File: config.mk
export PLATFORM = sky130hd
export DESIGN_NAME = tgp_front
export DESIGN_NICKNAME = d
export VERILOG_FILES = /design/src/hw/rtl/tgp_pkg.sv /design/src/hw/rtl/tgp_wrap_unit.sv /design/src/hw/rtl/tgp_front.sv
export SDC_FILE = /design/constraint.sdc
export NUM_CORES = 1
export LEC_CHECK = 0
export BUFFER_PORTS_ARGS = -buffer_cell sky130_fd_sc_hd__buf_2
export CAP_MARGIN = 20
export CORE_MARGIN = 1
export CORE_UTILIZATION = 30
export CTS_BUF_LIST = sky130_fd_sc_hd__clkbuf_4 sky130_fd_sc_hd__clkbuf_8
export CTS_CLUSTER_SIZE = 10
export DETAILED_ROUTE_END_ITERATION = 8
export GPL_TIMING_DRIVEN = 0
export PLACE_DENSITY = 0.56
export SYNTH_ARGS = -nofsm -noshare
export SYNTH_HDL_FRONTEND = slang
export SYNTH_SLANG_ARGS = --single-unit
File: constraint.sdc
create_clock -name clk -period 7.2 [get_ports clk]
set_clock_uncertainty 0.1 [all_clocks]
set_input_delay 0.72 -clock clk [delete_from_list [all_inputs] [get_ports clk]]
set_output_delay 0.72 -clock clk [all_outputs]
set_load 0.005 [all_outputs]
File: src/hw/rtl/tgp_pkg.sv
package tgp_pkg;

	localparam int TGP_MAX_TILES      = 1024;
	localparam int TGP_WORDS_PER_TILE = 16;
	localparam int TGP_WORD_W         = 4;
	localparam int TGP_ADDR_MAX_W     = 16;
	localparam int TGP_TN_W           = 13;
	localparam int TGP_QDEPTH         = 2;

	typedef enum logic [1:0] {
		CMD_PLOT  = 2'd0,
		CMD_CLEAR = 2'd1,
		CMD_READ  = 2'd2
	} cmd_t;

	localparam logic [2:0] REG_WIN_W    = 3'd0;
	localparam logic [2:0] REG_WIN_H    = 3'd1;
	localparam logic [2:0] REG_WRAP     = 3'd2;
	localparam logic [2:0] REG_LIGHT    = 3'd3;
	localparam logic [2:0] REG_SHADOW   = 3'd4;
	localparam logic [2:0] REG_DARK     = 3'd5;
	localparam logic [2:0] REG_BG       = 3'd6;
	localparam logic [2:0] REG_WRITE_BG = 3'd7;

	typedef struct packed {
		logic [5:0] win_w;
		logic [5:0] win_h;
		logic [1:0] wrap;
		logic [3:0] c_light;
		logic [3:0] c_shadow;
		logic [3:0] c_dark;
		logic [3:0] c_bg;
		logic       write_bg;
	} cfg_t;

	typedef struct packed {
		logic                      is_read;
		logic                      rd_ok;
		logic                      wr0;
		logic                      wr1;
		logic [TGP_ADDR_MAX_W-1:0] addr0;
		logic [TGP_ADDR_MAX_W-1:0] addr1;
		logic [15:0]               mask0;
		logic [15:0]               paint0;
		logic [15:0]               mask1;
		logic [15:0]               paint1;
	} job_t;

endpackage

File: src/hw/rtl/tgp_wrap_unit.sv
module tgp_wrap_unit (
	input  logic              clk,
	input  logic              arst_n,
	input  logic              start,
	input  logic signed [6:0] value,
	input  logic [5:0]        modulus,
	output logic              done,
	output logic [5:0]        result
);
	localparam int STEPS = 7;
	localparam logic [2:0] LAST_STEP = 3'(STEPS - 1);

	logic       run_q;
	logic       done_q;
	logic [2:0] cnt_q;
	logic [6:0] mag_q;
	logic [5:0] rem_q;
	logic       neg_q;
	logic [6:0] trial;
	logic       ge;
	logic [5:0] rem_next;

	always_comb begin
		trial    = {rem_q, mag_q[6]};
		ge       = trial >= {1'b0, modulus};
		rem_next = ge ? 6'(trial - {1'b0, modulus}) : trial[5:0];
	end

	always_ff @(posedge clk or negedge arst_n) begin
		if (!arst_n) begin
			run_q  <= 1'b0;
			done_q <= 1'b0;
			cnt_q  <= '0;
		end else begin
			done_q <= 1'b0;
			if (start) begin
				run_q <= 1'b1;
				cnt_q <= '0;
			end else if (run_q) begin
				cnt_q <= cnt_q + 3'd1;
				if (cnt_q == LAST_STEP) begin
					run_q  <= 1'b0;
					done_q <= 1'b1;
				end
			end
		end
	end

	// one remainder bit per cycle on the magnitude
	always_ff @(posedge clk) begin
		if (start) begin
			neg_q <= value[6];
			mag_q <= value[6] ? (~value + 7'd1) : value;
			rem_q <= '0;
		end else if (run_q) begin
			rem_q <= rem_next;
			mag_q <= {mag_q[5:0], 1'b0};
		end
	end

	assign done   = done_q;
	assign result = (neg_q && rem_q != 6'd0) ? (modulus - rem_q) : rem_q;

endmodule

File: src/hw/rtl/tgp_front.sv
module tgp_front #(
	parameter int MAX_TILES = tgp_pkg::TGP_MAX_TILES
) (
	input  logic               clk,
	input  logic               arst_n,
	input  logic               accept,
	input  logic [1:0]         cmd,
	input  logic signed [9:0]  pixel_x,
	input  logic signed [9:0]  pixel_y,
	input  logic [15:0]        glyph_word,
	input  logic [3:0]         clear_color,
	input  logic [9:0]         tile_index,
	input  logic [3:0]         word_index,
	input  tgp_pkg::cfg_t      cfg,
	input  logic               space,
	output logic               busy,
	output logic               push,
	output tgp_pkg::job_t      job
);
	import tgp_pkg::*;

	localparam int TILE_W = (MAX_TILES > 1) ? $clog2(MAX_TILES) : 1;
	localparam int ADDR_W = TILE_W + TGP_WORD_W;
	localparam logic [TGP_TN_W-1:0] MAX_TN = TGP_TN_W'(MAX_TILES);

	typedef enum logic [3:0] {
		F_IDLE = 4'b0001,
		F_EVAL = 4'b0010,
		F_MOD  = 4'b0100,
		F_PUSH = 4'b1000
	} fstate_t;

	fstate_t state_q;

	logic [1:0]        cmd_q;
	logic signed [9:0] px_q;
	logic signed [9:0] py_q;
	logic [15:0]       glyph_q;
	logic [3:0]        ccol_q;
	logic [9:0]        tidx_q;
	logic [3:0]        widx_q;
	logic              need_x_q;
	logic              need_y_q;

	logic signed [6:0] tile_y;
	logic signed [6:0] tile_x;
	logic [2:0]        sub_y;
	logic [2:0]        sub_x;
	logic              is_plot;
	logic              is_clear;
	logic              is_read;
	logic              wx;
	logic              wy;
	logic              zero_win;
	logic              y_out;
	logic              x_out;
	logic              need_x;
	logic              need_y;
	logic              mod_start;
	logic              y_done;
	logic              x_done;
	logic [5:0]        y_res;
	logic [5:0]        x_res;
	logic [5:0]        ty;
	logic              row_ok;
	logic signed [7:0] w8;
	logic signed [7:0] tx0;
	logic signed [7:0] tx1_inc;
	logic signed [7:0] tx1;
	logic              x0_in;
	logic              x1_in;
	logic [11:0]       row_base;
	logic [TGP_TN_W-1:0] tn0;
	logic [TGP_TN_W-1:0] tn1;
	logic [TGP_TN_W-1:0] rd_tn;
	logic [15:0]       mask;
	logic [15:0]       paint;
	logic [31:0]       mask_ext;
	logic [31:0]       paint_ext;
	logic [3:0]        word0;
	logic [3:0]        word1;
	logic [ADDR_W-1:0] wa0;
	logic [ADDR_W-1:0] wa1;
	logic [ADDR_W-1:0] ra;

	always_comb begin
		tile_y   = py_q[9:3];
		sub_y    = py_q[2:0];
		tile_x   = px_q[9:3];
		sub_x    = px_q[2:0];
		is_plot  = cmd_q == CMD_PLOT;
		is_clear = cmd_q == CMD_CLEAR;
		is_read  = cmd_q == CMD_READ;
		wx       = is_plot && cfg.wrap[0];
		wy       = is_plot && cfg.wrap[1];
		zero_win = (cfg.win_w == 6'd0) || (cfg.win_h == 6'd0);
		y_out    = tile_y[6] || (tile_y[5:0] >= cfg.win_h);
		x_out    = tile_x[6] || (tile_x[5:0] >= cfg.win_w);
		need_y   = !zero_win && y_out && wy;
		need_x   = !zero_win && x_out && wx;
	end

	assign mod_start = (state_q == F_EVAL) && (need_x || need_y);

	tgp_wrap_unit u_wrap_y (
		.clk     (clk),
		.arst_n  (arst_n),
		.start   (mod_start),
		.value   (tile_y),
		.modulus (cfg.win_h),
		.done    (y_done),
		.result  (y_res)
	);

	tgp_wrap_unit u_wrap_x (
		.clk     (clk),
		.arst_n  (arst_n),
		.start   (mod_start),
		.value   (tile_x),
		.modulus (cfg.win_w),
		.done    (x_done),
		.result  (x_res)
	);

	always_comb begin
		ty       = need_y_q ? y_res : tile_y[5:0];
		row_ok   = !zero_win && (!y_out || wy) && (is_plot || is_clear);
		w8       = $signed({2'b00, cfg.win_w});
		tx0      = need_x_q ? $signed({2'b00, x_res}) : {tile_x[6], tile_x};
		tx1_inc  = tx0 + 8'sd1;
		if (!sub_x[2]) begin
			tx1 = tx0;
		end else if (wx && tx1_inc == w8) begin
			tx1 = 8'sd0;
		end else begin
			tx1 = tx1_inc;
		end
		x0_in    = !tx0[7] && (tx0 < w8);
		x1_in    = !tx1[7] && (tx1 < w8);
		row_base = ty * cfg.win_w;
		tn0      = {1'b0, row_base} + {7'b0, tx0[5:0]};
		tn1      = {1'b0, row_base} + {7'b0, tx1[5:0]};
		rd_tn    = TGP_TN_W'(tidx_q);
		word0    = {sub_y, sub_x[2]};
		word1    = {sub_y, ~sub_x[2]};
		wa0      = {tn0[TILE_W-1:0], word0};
		wa1      = {tn1[TILE_W-1:0], word1};
		ra       = {rd_tn[TILE_W-1:0], widx_q};
	end

	// per-pixel mask and colour
	always_comb begin
		logic [3:0] nib;
		logic       bg;
		mask  = '0;
		paint = '0;
		for (int i = 0; i < 4; i++) begin
			nib = glyph_q[4*i +: 4];
			bg  = cfg.write_bg && nib[3];
			mask[4*i +: 4]  = (nib[0] || nib[1] || nib[2] || bg) ? 4'hF : 4'h0;
			paint[4*i +: 4] = ({4{nib[0]}} & cfg.c_light) | ({4{nib[1]}} & cfg.c_shadow) |
				({4{nib[2]}} & cfg.c_dark) | ({4{bg}} & cfg.c_bg);
		end
		if (is_clear) begin
			mask  = 16'hFFFF;
			paint = {4{ccol_q}};
		end
		mask_ext  = {16'h0000, mask} << {sub_x[1:0], 2'b00};
		paint_ext = {16'h0000, paint} << {sub_x[1:0], 2'b00};
	end

	always_comb begin
		job.is_read = is_read;
		job.rd_ok   = is_read && (rd_tn < MAX_TN);
		job.wr0     = row_ok && x0_in && (tn0 < MAX_TN);
		job.wr1     = row_ok && (sub_x[1:0] != 2'd0) && x1_in && (tn1 < MAX_TN);
		job.addr0   = is_read ? TGP_ADDR_MAX_W'(ra) : TGP_ADDR_MAX_W'(wa0);
		job.addr1   = TGP_ADDR_MAX_W'(wa1);
		job.mask0   = mask_ext[15:0];
		job.paint0  = paint_ext[15:0];
		job.mask1   = mask_ext[31:16];
		job.paint1  = paint_ext[31:16];
	end

	always_ff @(posedge clk or negedge arst_n) begin
		if (!arst_n) begin
			state_q <= F_IDLE;
		end else begin
			case (state_q)
				F_IDLE: begin
					if (accept) state_q <= F_EVAL;
				end
				F_EVAL: begin
					state_q <= (need_x || need_y) ? F_MOD : F_PUSH;
				end
				F_MOD: begin
					if (y_done && x_done) state_q <= F_PUSH;
				end
				F_PUSH: begin
					if (space) state_q <= F_IDLE;
				end
				default: state_q <= F_IDLE;
			endcase
		end
	end

	always_ff @(posedge clk) begin
		if (accept) begin
			cmd_q   <= cmd;
			px_q    <= pixel_x;
			py_q    <= pixel_y;
			glyph_q <= glyph_word;
			ccol_q  <= clear_color;
			tidx_q  <= tile_index;
			widx_q  <= word_index;
		end
		if (state_q == F_EVAL) begin
			need_x_q <= need_x;
			need_y_q <= need_y;
		end
	end

	assign busy = state_q != F_IDLE;
	assign push = (state_q == F_PUSH) && space;

endmodule

======== After elaboration in Yosys (flattened, before gate mapping) ========
Cells that the tools add are included.
storage, ports and cells
  bits in registers ....................... 100
  word-level logic and storage cells ...... 188
  output and inout port bits .............. 102
  bits of input ports ..................... 91
cells by class
  shifts and indexed selects .............. 2
  multiplexer cells ....................... 42
  $lt $le $gt $ge ......................... 9
  reduce and logical (&&, ||, !) cells .... 57
  $mul .................................... 1
  eq/ne operators ......................... 13
  add/subtract/negate cells ............... 11
  bitwise logic cells ..................... 31
operators by type and width
  cell                    number
  $and A4 B4 Y4           16
  $shl A16 B4 Y32         2
  $or A4 B4 Y4            12
  $mux W7                 6
  $mux W16                2
  $mux W4                 8
  $mux W6                 5
  $add A12 B6 Y13         2
  $logic_and A1 B1 Y1     26
  $lt A13 B11 Y1 const B  2
  $mux W8                 3
  $sub A6 B6 Y6           4
  $logic_or A1 B1 Y1      18
  $lt A8 B7 Y1            2
  $pmux W4 S4             1
  $add A7 B1 Y7 const B   2
  $ge A7 B6 Y1            2
  $mux W14                1
  $not A7 Y7              2
  $ge A6 B6 Y1            2
  $logic_not A6 Y1        2
  $mul A6 B6 Y12          1
  $mux W1                 12
  $mux W3                 4
  other kinds (19)        29

======== Depth between registers and ports, before layout ========
  word-level depth ........................ 13
  mapped depth ............................ 27
  mapped depth without buffers ............ 27

======== By module ========
Synthesis repeated with hierarchy kept, for this count alone.
second synthesis, totals
  cells, all modules ...................... 1,012
  area, all modules ....................... 9,158.8 um2
by module, submodules not included
  module                    sequential area each (um2)  times used  cells an instance  area each (um2)
  tgp_front                 1,843.0                     1           671                6,152.2
  tgp_wrap_unit (u_wrap_x)  485.5                       1           172                1,505.2
  tgp_wrap_unit (u_wrap_y)  485.5                       1           169                1,501.4

======== Worst setup path before layout ========
Ideal clock, no wire load.
  kind .................................... in2out
  from .................................... input port cfg[20] (netlist bit)
  to ...................................... output port job[96] (netlist bit)
  cell stages on the path ................. 25
  buffers on the path ..................... 0
  required time ........................... 6.380 ns
  data arrival time ....................... 6.331 ns
  slack ................................... 0.049 ns
  path through ............................ ha_1 -> nor2b_1 -> o21ai_0 -> a21boi_0 -> o21a_1 -> or3_1 -> a21oi_1 -> xor2_1 -> mux2i_1 -> nor2_1 -> fa_1 -> inv_1 -> fa_1 -> fa_1 -> inv_1 -> ha_1 -> a21oi_2 -> o21bai_4 -> a211oi_2 -> o211ai_1 -> or4b_1 -> nor3_2 -> mux2i_1 -> nor4b_1 -> o211a_1
RTL lines
  item         line             text
  from (decl)  tgp_front.sv:14  input tgp_pkg::cfg_t cfg,
  to (decl)    tgp_front.sv:18  output tgp_pkg::job_t job

==> impl_metrics.ini <==
[logic_synthesis]
syn-mean-instance-area_um2 = 9.20
synth_top_family_by_area = compound AO/OA/AOI/OAI gates
yosys.area_share.simple_pct = 16.4
postSynthCellCount = 978
seq_area_frac_synth_pct = 31.3
synth_async_sr_flop_share_pct = 14.0
yosysUniqueCellTypes = 80
syn_area_um2 = 9000
muxShareOfSynthArea_pct = 3.87
synth_adder_area_share_pct = 16.8
synth_compound_area_share_pct = 18.8
synth_edf_count = 74
yosys_warnings = 0
synthXorXnorAreaFrac_pct = 5.08
ys_ff_latch = 100
ys.flop_type = edfxtp_1

[timing]
fin_ws_ps = -74.3
rsz0062_at_grt = true
finalCritPeriodShare_pct = 101
hold_slack_ps = 113
worst_pin_slew_ps = 1010
period_needed_ps = 7270
max_freq_mhz = 137
setup_viol = 1
finalHoldViolCount = 0
maxSlewHeadroom_pct = 32.4
finalMaxSlewViolations = 0
setup_tns_ps = -74.3

[route]
drtIter0Drc = 547
drc = 0
first_pass_iters = 5
viasPerCell = 4.98
wl_um = 26000
vias = 7936
postRouteAntennaNets = 0
routedWlPerCell_um = 16.3

[clock_tree]
clk_latency_ps = 390
ctsLongestPathBuffers = 2
htree_levels = 3
clkSinkCount = 100
clkTransAtPathRegs_ps = 110
cts_tree = built
cts_root_buffer = clkbuf_8
cts_buffers = 9

[final_layout]
register_area_um2 = 2820
n_fill_cell = 3023
areaGrowthSynthToFinish_pct = 21.9
final_cells = 1593
drive_gt1_share_pct = 27.1
nNetsFinal = 1395
multi_input_area_um2 = 5690

[critical_path]
crit_slowest_cell = or4b_4
cp.arrival_ps = 6450
path_buf_inv = 6
start_kind = input port
slowest_delay_ps = 580
critical-path-top-delay-family = adder cells
worstPathMaxFanout = 3
worstSetupEndpoint = job[96]
rr_worst_depth = 13
worstPathRequired_ps = 6380
cp-startpoint = cfg[20]
worst_setup_path_end_kind = primary output
timing.rr.start = py_q[3]
r2r_end = u_wrap_x.mag_q[0]
cp.depth = 28
criticalPathCategory = input port to primary output
reg2reg_slack_ps = 3290

[run]
maxCapViolCount = 0

[run_status]
status = finished with violations
failed_checks = negative setup slack

[pwr]
powerDensity_nw_per_um2 = 431
ir_drop_mv = 0.379
power_leakage_uw = 0.00497

[floorplan]
coreArea_um2 = 29600
rows = 63
num_io_pins = 193
die_x_um = 175
die_h_um = 175
dieArea_um2 = 30700
start_util_pct = 30.4

[placement]
dpl.hpwl_um = 20800
portBuffers = 179
dp.cells = 1560
gp_congestion = 0.912

[global_route]
grt_overflow = 0
grt_max_degree = 39
first_global_vias = 7727
grt_pass1_wl_um = 41200
grt_antenna_before_repair = 2
globalRouteTotalUtil_pct = 16.9

[min_path]
min_path_type = input port to asynchronous set/reset pin
==> per-stage QoR <==
stage	setup slack, ps	area [µm²]	total power [µW]	utilization [%]
2_1_floorplan	48.7	9040	3050	-
3_3_place_gp	-952	10400	3910	35.3
3_5_place_dp	-1030	10500	3950	35.4
4_1_cts	-202	10800	4640	36.7
5_1_grt	-322	11000	5200	37.1
6_report	-74.3	11000	4730	37.1
==> synthesized netlist by cell type, types with 21 or more instances <==
library cell | count | area (µm²)
xnor2_1 | 29 | 254
ha_1 | 84 | 1050
fa_1 | 23 | 460
nor2_1 | 114 | 428
buf_4 | 39 | 293
inv_1 | 69 | 259
nand3_1 | 25 | 125
a21o_1 | 21 | 158
a21oi_1 | 79 | 395
nand2_1 | 57 | 214
o21ai_0 | 37 | 185
edfxtp_1 | 74 | 2220
==> metal layers <==
| metal | up-vias | part of all wire (%) | global-route usage, % |
|---|---|---|---|
| li1 | 3907 | - | - |
| met1 | 3766 | 47 | 23.2 |
| met2 | 236 | 47 | 27.9 |
| met3 | 25 | 4.8 | 2.26 |
| met4 | 2 | 1.4 | 4.49 |
| met5 | - | 0.042 | 0 |
==> repair_timing <==
item	4_1_cts	5_1_grt
setup endpoints to repair	5	3
buffers inserted	11	5
gates resized for setup	30	17
pin swaps	18	12
hold buffers	0	0
cloned	0	0
==> cells by family after synthesis <==
kind of cell | Yosys count
DFF | 100
adders and majority gates | 107
other | 1
buffers and inverters | 138
xor gates and xnor gates | 50
AOI/OAI and AO/OA | 250
muxes | 33
and+or+nand+nor | 299
==> power by group <==
group	leakage (µW)	total (µW)	internal, µW	switching (µW)
sequential	0.000991	887	764	124
clock	0.000100	366	137	229
combinational	0.00388	3470	1650	1820
total	0.00497	4730	2550	2180
==> how the worst min path moves through the flow <==
stage / startpoint / to / slack (ps) / cells after the start
after global placement: px_q[9] / u_wrap_x.neg_q / 400 / 0
after CTS: arst_n / u_wrap_x.cnt_q[2] / 100 / 1
after floorplan: arst_n / state_q[1] / 320 / 0
after detailed placement: px_q[9] / u_wrap_x.neg_q / 400 / 0
final: arst_n / u_wrap_x.cnt_q[2] / 110 / 1
after global routing: arst_n / u_wrap_x.cnt_q[2] / 110 / 1
==> flip-flops by register name, indices dropped and copies added (netlist names), 6 cells and up <==
register        cells
py_q               10
glyph_q            16
u_wrap_x.mag_q      7
tidx_q             10
u_wrap_y.mag_q      7
u_wrap_y.rem_q      6
px_q               10
u_wrap_x.rem_q      6
==> cell type report <==
class                      instances  area share [%]
multi-input combinational        751            51.9
inverter                          72            2.52
antenna                            1          0.0228
clock inverter                     7           0.696
clock buffer                       9            1.13
buffer                            66            3.91
tap                              390            4.45
timing repair buffer             197            9.65
sequential                       100            25.8
==> cells in the final DEF, fill, tap and decap left out, types with 7 or more instances in the layout <==
cell,n
buf_2,182
nor2_1,113
ha_1,80
a21oi_1,76
edfxtp_1,74
inv_1,65
nand2_1,57
buf_4,56
o21ai_0,31
xnor2_1,28
nand3_1,25
fa_1,22
a21o_1,21
xor2_1,20
clkbuf_1,18
and2_1,18
mux2i_1,17
nor2b_1,16
nor3_1,13
a31oi_1,13
a22oi_1,13
dfrtp_1,13
o22ai_1,12
conb_1,12
a211oi_1,11
nand2b_1,10
clkbuf_8,9
mux2_1,8
dfxtp_1,8
and3_1,7
(Power assumes the default switching activity.)
